## src/rtl/sofr_pkg.sv

```systemverilog
`timescale 1ns / 1ps
// ----------------------------------------------------------------------------
// sofr_pkg
// Shared types and constants of the object fragment reassembler.
// ----------------------------------------------------------------------------
package sofr_pkg;

  // Configuration register indexes.
  localparam logic CFG_MAX_WIDTH  = 1'b0;
  localparam logic CFG_MAX_HEIGHT = 1'b1;

  // Data length in the header counts the four dimension bytes.
  localparam logic [23:0] LEN_BIAS = 24'd4;

  // Result queue depth.
  localparam int FIFO_DEPTH = 4;
  localparam int FIFO_PTR_W = 2;

  typedef enum logic [3:0] {
    ST_PARTIAL       = 4'd0,
    ST_COMPLETE      = 4'd1,
    ST_TRUNCATED     = 4'd2,
    ST_RESERVED      = 4'd3,
    ST_SHORT_LEN     = 4'd4,
    ST_ZERO_DIM      = 4'd5,
    ST_TOO_BIG       = 4'd6,
    ST_NOT_OPEN      = 4'd7,
    ST_VERSION       = 4'd8,
    ST_OVERFLOW      = 4'd9,
    ST_LAST_SHORT    = 4'd10,
    ST_FULL_NOT_LAST = 4'd11,
    ST_BAD_ID        = 4'd12
  } status_e;

  typedef enum logic [2:0] {
    PH_HEADER  = 3'b001,
    PH_PAYLOAD = 3'b010,
    PH_SKIP    = 3'b100
  } phase_e;

  typedef enum logic {
    KIND_PAYLOAD = 1'b0,
    KIND_STATUS  = 1'b1
  } kind_e;

  typedef struct packed {
    logic [15:0] max_width;
    logic [15:0] max_height;
  } cfg_t;

  typedef struct packed {
    logic [7:0]  version;
    logic [15:0] width;
    logic [15:0] height;
    logic [23:0] filled;
    logic [23:0] remaining;
    logic        open;
  } slot_t;

  typedef struct packed {
    kind_e       kind;
    logic [15:0] obj_id;
    logic [23:0] buffer_offset;
    logic [7:0]  payload;
    status_e     status;
    logic [15:0] object_width;
    logic [15:0] object_height;
    logic [23:0] data_length;
  } result_t;

  typedef struct packed {
    logic clearing;
    logic pending;
  } parser_stat_t;

  typedef struct packed {
    logic [FIFO_PTR_W:0] count;
  } fifo_stat_t;

endpackage

```

## src/rtl/sofr_result_fifo.sv

```systemverilog
`timescale 1ns / 1ps
// ----------------------------------------------------------------------------
// sofr_result_fifo
// Short result queue taking up to two results per cycle, giving one.
// ----------------------------------------------------------------------------
module sofr_result_fifo import sofr_pkg::*; (
  input  logic       clk_i,
  input  logic       rst_ni,
  input  logic [1:0] push_cnt_i,
  input  result_t    d0_i,
  input  result_t    d1_i,
  output logic       room_o,
  output logic       valid_o,
  input  logic       ready_i,
  output result_t    q_o,
  output fifo_stat_t stat_o
);

  result_t                entries [FIFO_DEPTH];
  logic [FIFO_PTR_W-1:0]  wp_q, rp_q;
  logic [FIFO_PTR_W:0]    cnt_q, cnt_d;
  logic                   pop;

  assign valid_o = cnt_q != '0;
  assign pop     = valid_o && ready_i;
  assign q_o     = entries[rp_q];
  assign room_o  = cnt_q <= (FIFO_PTR_W + 1)'(FIFO_DEPTH - 2);
  assign stat_o  = '{count: cnt_q};
  assign cnt_d   = cnt_q + {1'b0, push_cnt_i} - {{FIFO_PTR_W{1'b0}}, pop};

  // Pointers and fill count.
  always_ff @(posedge clk_i or negedge rst_ni) begin
    if (!rst_ni) begin
      wp_q <= '0; rp_q <= '0; cnt_q <= '0;
    end else begin
      wp_q  <= wp_q + push_cnt_i[FIFO_PTR_W-1:0];
      if (pop) rp_q <= rp_q + 1'b1;
      cnt_q <= cnt_d;
    end
  end

  // Entry storage.
  always_ff @(posedge clk_i) begin
    if (push_cnt_i != 2'd0) entries[wp_q] <= d0_i;
    if (push_cnt_i == 2'd2) entries[wp_q + 1'b1] <= d1_i;
  end

endmodule

```

## config.mk

```make
export PLATFORM = sky130hd
export DESIGN_NAME = sofr_result_fifo
export DESIGN_NICKNAME = d
export VERILOG_FILES = /design/src/rtl/sofr_pkg.sv /design/src/rtl/sofr_result_fifo.sv
export SDC_FILE = /design/constraint.sdc
export NUM_CORES = 1
export LEC_CHECK = 0
export ABC_AREA = 1
export BUFFER_PORTS_ARGS = -buffer_cell sky130_fd_sc_hd__clkbuf_2
export CAP_MARGIN = 20
export CORE_MARGIN = 5
export CORE_UTILIZATION = 45
export DETAILED_ROUTE_END_ITERATION = 8
export PLACE_DENSITY = 0.68
export REMOVE_ABC_BUFFERS = 1
export SYNTH_ARGS = -nofsm -noshare
export SYNTH_HDL_FRONTEND = slang
export SYNTH_SLANG_ARGS = --single-unit
export TNS_END_PERCENT = 10
```

## constraint.sdc

```tcl
create_clock -name clk_i -period 4 [get_ports clk_i]
set_input_delay 0.4 -clock clk_i [delete_from_list [all_inputs] [get_ports clk_i]]
set_output_delay 0.4 -clock clk_i [all_outputs]
set_load 0.02 [all_outputs]
```

* Word level (Yosys, flattened, before mapping)
Memory sizes are Yosys's and may differ from the RTL's.
Index checks and enable logic that the tools add are counted.
** Word-level totals
- Register bits :: 7
- RAM bits :: 436
- Logic and storage cells :: 18
- Memories kept :: 1
** Cells by class
- Add/subtract/negate cells :: 5
- Order comparisons :: 1
- Eq/ne operators :: 1
- Mux-type cells :: 4
- Reduce and logical (&&, ||, !) cells :: 3
** Memory list
- entries :: depth 4, bits a word 109, rd ports 1, clocked after Yosys merged registers in 0, wr ports 2, line sofr_result_fifo.sv:19 : result_t entries [FIFO_DEPTH];
** Operators with widths (count)
- $add A2 B1 Y2 const B :: 2
- $mux W1 :: 4
- $add A3 B2 Y3 :: 1
- $le A3 B2 Y1 const B :: 1
- $reduce_bool A3 Y1 :: 1
- $sub A3 B1 Y3 :: 1
- $add A2 B2 Y2 :: 1
- $eq A2 B2 Y1 const B :: 1
- $reduce_bool A2 Y1 :: 1
- $logic_and A1 B1 Y1 :: 1

* Longest topological paths before layout
Gate-level depths: netlist of the first run.
- Depth in word-level cells :: 3
- Gate-level depth with buffers :: 10
- Gate-level depth less buffers :: 10

* Worst setup path before layout of the first run
No wires, ideal clock.
- Kind :: register -> register
- Start :: register wp_q[1]
- End :: memory entries[0][0] (netlist bit), enable pin
- Setup time :: 983 ps
- Arrival :: 2890 ps
- Data required time :: 3017 ps
- Setup slack :: 127 ps
- Cell stages (with the launch flop) :: 5
- Clock period less this slack :: 3873 ps
- Cells stage by stage :: dfrtp_1 > nand4_1 > clkbuf_1 > clkbuf_1 > nand2_1
** RTL lines
- from (decl) :: line sofr_result_fifo.sv:20 : logic [FIFO_PTR_W-1:0] wp_q, rp_q;
- from (signal assigned) :: line sofr_result_fifo.sv:36 : wp_q <= wp_q + push_cnt_i[FIFO_PTR_W-1:0];
- to (decl) :: line sofr_result_fifo.sv:19

==> summary.md, run 1 <==
| Metric | Value |
|---|---|
| Share of cells above drive strength 1 | between 10% and 20% |
| CP endpoint kind | output pin |
| CTS tree | built |
| Worst-path clk slew | 60 ps |
| Pleak | 0.0126 uW |
| P&R area growth vs syn | 14.4% |
| Least-Margin Pin Slew | between 1000 and 1500 ps |
| Post-synth top area share | 55.8% |
| Worst path bufs/invs | 3 |
| Final WL | ~73,000 microns |
| DP Wirelength | 41,800 microns |
| Max Clk Rate | 325 MHz |
| Initial Util | 45.6% |
| CTS buffer count | just under 50 |
| VDD IR max | 746 uV |
| Commonest non-fill, non-tap cell in the layout | nand2_1 |
| Final net count | roughly 3,300 |
| Max-slew headroom | 22.1% |
| Setup TNS Final | 0 ps |
| CP Data Required Time | between 3000 and 4000 ps |
| Gate Count Post-Synth | a little under 3,000 |
| Largest stage delay, worst path | approximately 650 ps |
| Worst-Skew Late Latency | 590 ps |
| Die Width | ~240 microns |
| Sink Count | 443 |
| Tcrit/Tclk final | between 70% and 80% |
| H-tree depth reported by CTS | 2 |
| Non-filler cells, final | around 3,800 |
| DR vias | 20,983 |
| Pint | 11,600 uW |
| Antenna-violating nets left | 0 |
| CP Max Fanout | 58 |
| Logic gate share of total power | 43.9% |
| Hold Vio Cnt, Final | 0 |
| Yosys reg bits | 443 |
| Unique masters post-synth | 19 |
| MaxCap Viol Count | 0 |
| Row count | 83 |
| Crit path cell chain | inv_6 -> buf_4 -> nor2_1 -> o21ai_0 -> nand2_1 -> clkbuf_2 |
| Cell Count Post-Placement | 3,739 |
| Largest net degree at the start of global routing | 248 |
| Crit path DAT | 2680 ps |
| Full die area | 56,800 sq um |
| Clock power share | 20.0% |
| CP max stage cell | buf_4 |
| Unrepaired setup endpoints after global routing | no |
| Post-synth top area cell | edfxtp_1 |
| I/O Buffers | 336 |
| Clk buf depth | 3 |
| Synth top area cells | edfxtp_1 56%, nand2_1 21%, nand3_1 7.1%, o21ai_0 4.6%, nor2_1 3.5% |
| Vias in the first global route | between 20,000 and 25,000 |
| Starting DRT DRC Count | 2,158 |
| Crit path time final | 3080 ps |
| Kind of cell adding the most delay to the critical path | buffers and inverters |
| Fin Hold WS | roughly 120 ps |
| Clk_skew | between 20 and 25 ps |
| Root buf cell | clkbuf_16 |
| Die H | 238 microns |
| Sw Ratio | 43.9% |
| Final Instance Area | roughly 27,000 sq um |
| Sequential area share after synthesis | 56.5% |
| Register share of total power | 36.1% |
| Most frequent cells in the layout | 1,331 x nand2_1, 436 x edfxtp_1, 336 x clkbuf_2, 331 x nand3_1, 219 x nor2_1 |
| Setup Viol. Count Final | 0 |
| Fill cells | 4,777 |
| Syn Area/Cell | 8.13 sq um |
| Hold Path Class | in2reg |
| Net Switching | 9090 uW |
| Synthesis Warnings | 0 |
| Placed instance area | ~25,000 sq um |
| Gr usage total | 24.8% |
| Gr ovfl total | 0 |
| IO Pins | roughly 340 |
| Status | completed |
| CP Class | reg2out |
| Drt pass-1 iters | 8 |
| Cell Area, Synth | 23,500 sq um |
| Post-CTS setup buffer count | 0 |
| Placer Congestion | around 0.85 |
| First-pass GRT wire length | 112,000 microns |
| Core area | about 52,000 sq um |
| Antenna violations before repair | 12 |
| Pwr Density | ~770 nW/um^2 |
| Fin. max-slew vios | 0 |
| Number of cells upsized or downsized after cts | 0 |
| Routed vias/inst | 5.47 |
| Setup crit start kind | flip-flop |
| Mean routed wirelength per cell | 19.0 microns |
| Drc violations | 0 |
## Yosys cell counts
cell type	number
nand2_1	1338
edfxtp_1	436
nand3_1	331
nor2_1	222
o21ai_0	218
inv_1	121
buf_2	115
clkbuf_1	56
buf_4	30
dfrtp_1	7
ha_1	4
inv_2	3
buf_6	2
a21oi_1	1
fa_1	1
nand3b_1	1
nand4_1	1
nor2_4	1
or2_2	1
## flip-flops by register name (all words and copies together), names as in the netlist
register	count
rp_q	2
stat_o	3
wp_q	2
entries	436
## per-layer routing
layer / vias to the layer above / GRT usage [%] / part of all wire, %
met3: 156 / 5.15 / 10
met4: 12 / 9.95 / 3.0
met1: 9855 / 32.8 / 39
met5: - / 0 / 0.11
met2: 1109 / 40.2 / 48
li1: 9851 / - / -
## worst register-to-register path: stages (launching register included)
cell and delay, ps:
dfrtp_1 570, nor2_4 70, buf_4 250, nand2_4 130
buf_4 560, buf_4 870, nand2_1 180, nand2_1 110
## through the flow
| step | worst slack [ps] | utilization (%) | total power [uW] |
|---|---|---|---|
| after floorplan | -6320 | - | 13200 |
| after global placement | 987 | 49.3 | 16500 |
| after detailed placement | 900 | 49.3 | 16700 |
| after CTS | 926 | 52.1 | 20800 |
| after global routing | 800 | 52.2 | 21900 |
| final | 925 | 52.2 | 20700 |
## final cells by class
cell class                      count  area (sq um)  share of cell area, %
Antenna cell                        6          15.0                 0.0559
Clock buffer                       60          1310                   4.88
Clock inverter                     27           121                  0.452
Inverter                          124           480                   1.79
Multi-Input combinational cell   2119          8780                   32.7
Sequential cell                   443         13300                   49.4
Tap cell                          680           851                   3.17
Timing Repair Buffer              374          2030                   7.56
## power groups by stage
stage / clock network [uW] / logic, uW / registers, uW
2_1_floorplan: 0 / 5300 / 7910
3_3_place_gp: 0 / 9010 / 7530
5_1_grt: 4380 / 9940 / 7610
4_1_cts: 4200 / 9150 / 7490
6_report: 4140 / 9110 / 7490
3_5_place_dp: 0 / 9130 / 7590
## final timing paths
kind                                           from                 endpoint  slack (ps)  cells past startpoint
worst min register to register  rp_q[1]$_DFFE_PN0P_      rp_q[1]$_DFFE_PN0P_         570                      2
worst max-delay path            rp_q[1]$_DFFE_PN0P_                  q_o[33]         920                      6
worst min-delay path                  push_cnt_i[0]        wp_q[0]$_DFF_PN0_         120                      2
worst max register to register    wp_q[1]$_DFF_PN0_  entries[1][9]$_DFFE_PP_        1150                      7
max in group asynchronous                    rst_ni      rp_q[0]$_DFFE_PN0P_        3610                      2
min in group asynchronous                    rst_ni      stat_o[0]$_DFF_PN0_         200                      2
## kinds of logic after synthesis
| logic type | share of synthesized area, % |
|---|---|
| AOI/OAI and AO/OA | 4.67 |
| and+or+nand+nor | 32.1 |
| buffers and inverters | 6.38 |
| adders and majority gates | 0.298 |
| DFF | 56.5 |
## repair_timing
item,4_1_cts,5_1_grt
setup endpoints to repair,0,0
hold buffers,1,0
hold endpoints to repair,7,0
Power figures use the tool's default switching activity.
==> run 2, diff against run 1 <==
ABC_AREA = 0   (was 1)
clock period = 2.6 ns   (was 4 ns; I/O delays follow)
==> run 2 against run 1 <==
Against the previous run:
- cell area fell by 1.5%
- core utilization increased by 3.6 points
- flip-flop and latch count did not move
- clock skew is 6.9 ps lower
- die area down 8.4%
- sequential power grew 51%
- clock-buffer cell count grew 2
- power is 42% higher
- register-to-register slack lost 1100 ps
==> summary.md, run 2 <==
| Metric | Value |
|---|---|
| Final Instance Area | 26,500 sq um (-1.5%) |
| Drc violations | 0 (unchanged) |
| Synth top area cells | edfxtp_1 61%, mux2_2 22%, mux4_2 11%, buf_2 0.82%, dfrtp_1 0.82% |
| Largest net degree at the start of global routing | 110 (-56%) |
| Placed instance area | 24,000 sq um (-5.5%) |
| Cell Area, Synth | 21,400 sq um (-8.7%) |
| Max Clk Rate | 391 MHz |
| Setup Viol. Count Final | 0 (unchanged) |
| P&R area growth vs syn | 23.5% |
| Most frequent cells in the layout | 436 x edfxtp_1, 426 x mux2_2, 336 x clkbuf_2, 109 x mux4_2, 83 x dlygate4sd3_1 |
| Gate Count Post-Synth | 1,094 (-62%) |
| CP Class | reg2reg |
| Sink Count | 443 (unchanged) |
| Post-synth top area cell | edfxtp_1 |
| DP Wirelength | 31,300 microns (-25%) |
| Worst-path clk slew | 60 ps (about the same) |
| Hold Vio Cnt, Final | 0 (unchanged) |
| Drt pass-1 iters | 4 (-4) |
| Fin Hold WS | 32.1 ps (-89.9 ps) |
| Antenna violations before repair | 5 (-7) |
| Hold Path Class | in2reg |
| Post-synth top area share | 61.1% (+5.3 points) |
| Status | completed |
| Least-Margin Pin Slew | 993 ps (-176 ps) |
| Clk buf depth | 3 (unchanged) |
| Largest register FFs | 436 (unchanged) |
| Die H | 228 microns (-4.3%) |
| I/O Buffers | 336 (unchanged) |
| Max-slew headroom | 33.6% (+11 points) |
| Pleak | 0.00948 uW (-25%) |
| CP Max Fanout | 55 (-5.2%) |
| Initial Util | 45.2% (-0.42 points) |
| Fin. max-slew vios | 0 (unchanged) |
| Share of cells above drive strength 1 | 63.8% (+49 points) |
| Tcrit/Tclk final | between 90% and 100% |
| Non-filler cells, final | 2,190 (-43%) |
| Gr usage total | 19.6% (-5.2 points) |
| Vias in the first global route | 13,570 (-33%) |
| Final net count | 1,761 (-47%) |
| First-pass GRT wire length | 79,900 microns (-29%) |
| CTS tree | built |
| Crit path time final | roughly 2600 ps |
| Final WL | 51,600 microns (-29%) |
| MaxCap Viol Count | 0 (unchanged) |
| Root buf cell | clkbuf_16 |
| Commonest non-fill, non-tap cell in the layout | edfxtp_1 |
| Clk_skew | 15.1 ps (-6.95 ps) |
| Sequential area share after synthesis | 61.9% (+5.4 points) |
| Post-synth top cells | 436 x edfxtp_1, 426 x mux2_2, 109 x mux4_2 |
| Prevailing post-synth register cell | edfxtp_1 |
| Cell Count Post-Placement | 2,009 (-46%) |
| Crit path DAT | 2880 ps (+200 ps) |
| Routed vias/inst | 5.49 (+0.27%) |
| CP Data Required Time | 2920 ps (-680 ps) |
| Antenna-violating nets left | 0 (unchanged) |
| Pwr Density | 1110 nW/um^2 (+44%) |
| Syn Area/Cell | 19.6 sq um (+140%) |
| Worst-Skew Late Latency | 570 ps (-20 ps) |
| Unrepaired setup endpoints after global routing | no |
| Post-synthesis async set-or-reset flop share | 1.58% (unchanged) |
| Placer Congestion | 0.764 (-9.8%) |
| DP Worst Slack | 362 ps (-538 ps) |
| Number of synthesized flops with an enable pin | 436 (unchanged) |
| Mean routed wirelength per cell | 23.6 microns (+24%) |
| Largest register by flop count | entries |
| Worst setup margin | 39.9 ps (-885 ps) |
| Row count | 80 (-3.6%) |
| Synthesis Warnings | 0 (unchanged) |
| IO Pins | 337 (unchanged) |
| CTS buffer count | 48 (-2.0%) |
| Fin util | 55.8% (+3.6 points) |
| Gr ovfl total | 0 (unchanged) |
| Starting DRT DRC Count | 623 (-71%) |
| Core area | 47,400 sq um (-7.9%) |
| CP endpoint kind | flip-flop |
| Full die area | 52,100 sq um (-8.4%) |
| Setup crit start kind | flip-flop |
| Unique masters post-synth | 29 (+10) |
| DR vias | 12,021 (-43%) |
| Die Width | 228 microns (-4.3%) |
| H-tree depth reported by CTS | 2 (unchanged) |
| Most frequent cell after synthesis | edfxtp_1 |
| VDD IR max | 701 uV (-6.0%) |
| Yosys reg bits | 443 (unchanged) |
-- run 2: area by class of cell --
type	instances	area, sq um
Fill cell	3765	21000
Clock inverter	28	269
Timing Repair Buffer	463	3120
Antenna cell	2	5.00
Tap cell	615	769
Inverter	7	26.3
Multi-Input combinational cell	570	7690
Clock buffer	62	1310
Sequential cell	443	13300
-- run 2: metrics by stage --
stage | power (uW) | TNS (ps)
final | 29400 | 0
after global routing | 30800 | 0
after CTS | 29800 | 0
after detailed placement | 22800 | 0
after global placement | 22600 | 0
after floorplan | 18000 | -3478960
-- run 2: power breakdown --
| part | leakage (uW) | internal (uW) | switching (uW) |
|---|---|---|---|
| sequential | 0.00417 | 10600 | 669 |
| clock | 0.000768 | 4040 | 2800 |
| combinational | 0.00454 | 4840 | 6450 |
-- run 2: worst paths after layout --
check                      slack (ps)           startpoint                        end  cells past startpoint
setup reg to reg                   40    wp_q[1]$_DFF_PN0_  entries[2][101]$_DFFE_PP_                      4
min in group asynchronous          80               rst_ni          wp_q[1]$_DFF_PN0_                      2
max in group asynchronous        2320               rst_ni        rp_q[0]$_DFFE_PN0P_                      2
hold reg to reg                   560  stat_o[2]$_DFF_PN0_        stat_o[2]$_DFF_PN0_                      1
setup / recovery                   40    wp_q[1]$_DFF_PN0_  entries[2][101]$_DFFE_PP_                      4
hold / removal                     30             d1_i[77]   entries[1][77]$_DFFE_PP_                      2
-- run 2: layer usage --
metal  global-route usage [%]  vias up  wire (microns)
met5                        0        -              49
met4                     4.33        6             830
met3                     5.00       72            3240
met2                     34.1      343           26400
met1                     24.9     6186           21100
li1                         -     5414               -
-- run 2: cell families (layout without fill, tap and decap cells) --
kind of cell               after synthesis  count (layout)  synth area share [%]
AOI/OAI and AO/OA                        6               6                 0.199
xor gates and xnor gates                 6               6                 0.245
adders and majority gates                5               5                 0.327
buffers and inverters                   81             560                  2.42
DFF                                    443             443                  61.9
muxes                                  546             546                  34.6
other                                    0               2                     0
and+or+nand+nor                          7               7                 0.292
-- run 2: critical path, cell delays in order, from the launching register on --
cell and delay, ps:
dfrtp_1 530, and4bb_4 430, buf_12 320, mux2_2 380
dlygate4sd3_1 560
-- run 2: repair_timing --
item	CTS	global route
endpoints found under the setup margin	68	4
buffers inserted	3	3
hold endpoints to repair	115	1
resized for setup	0	0
pin swaps	0	0
hold buffers	82	1
gates cloned	0	0
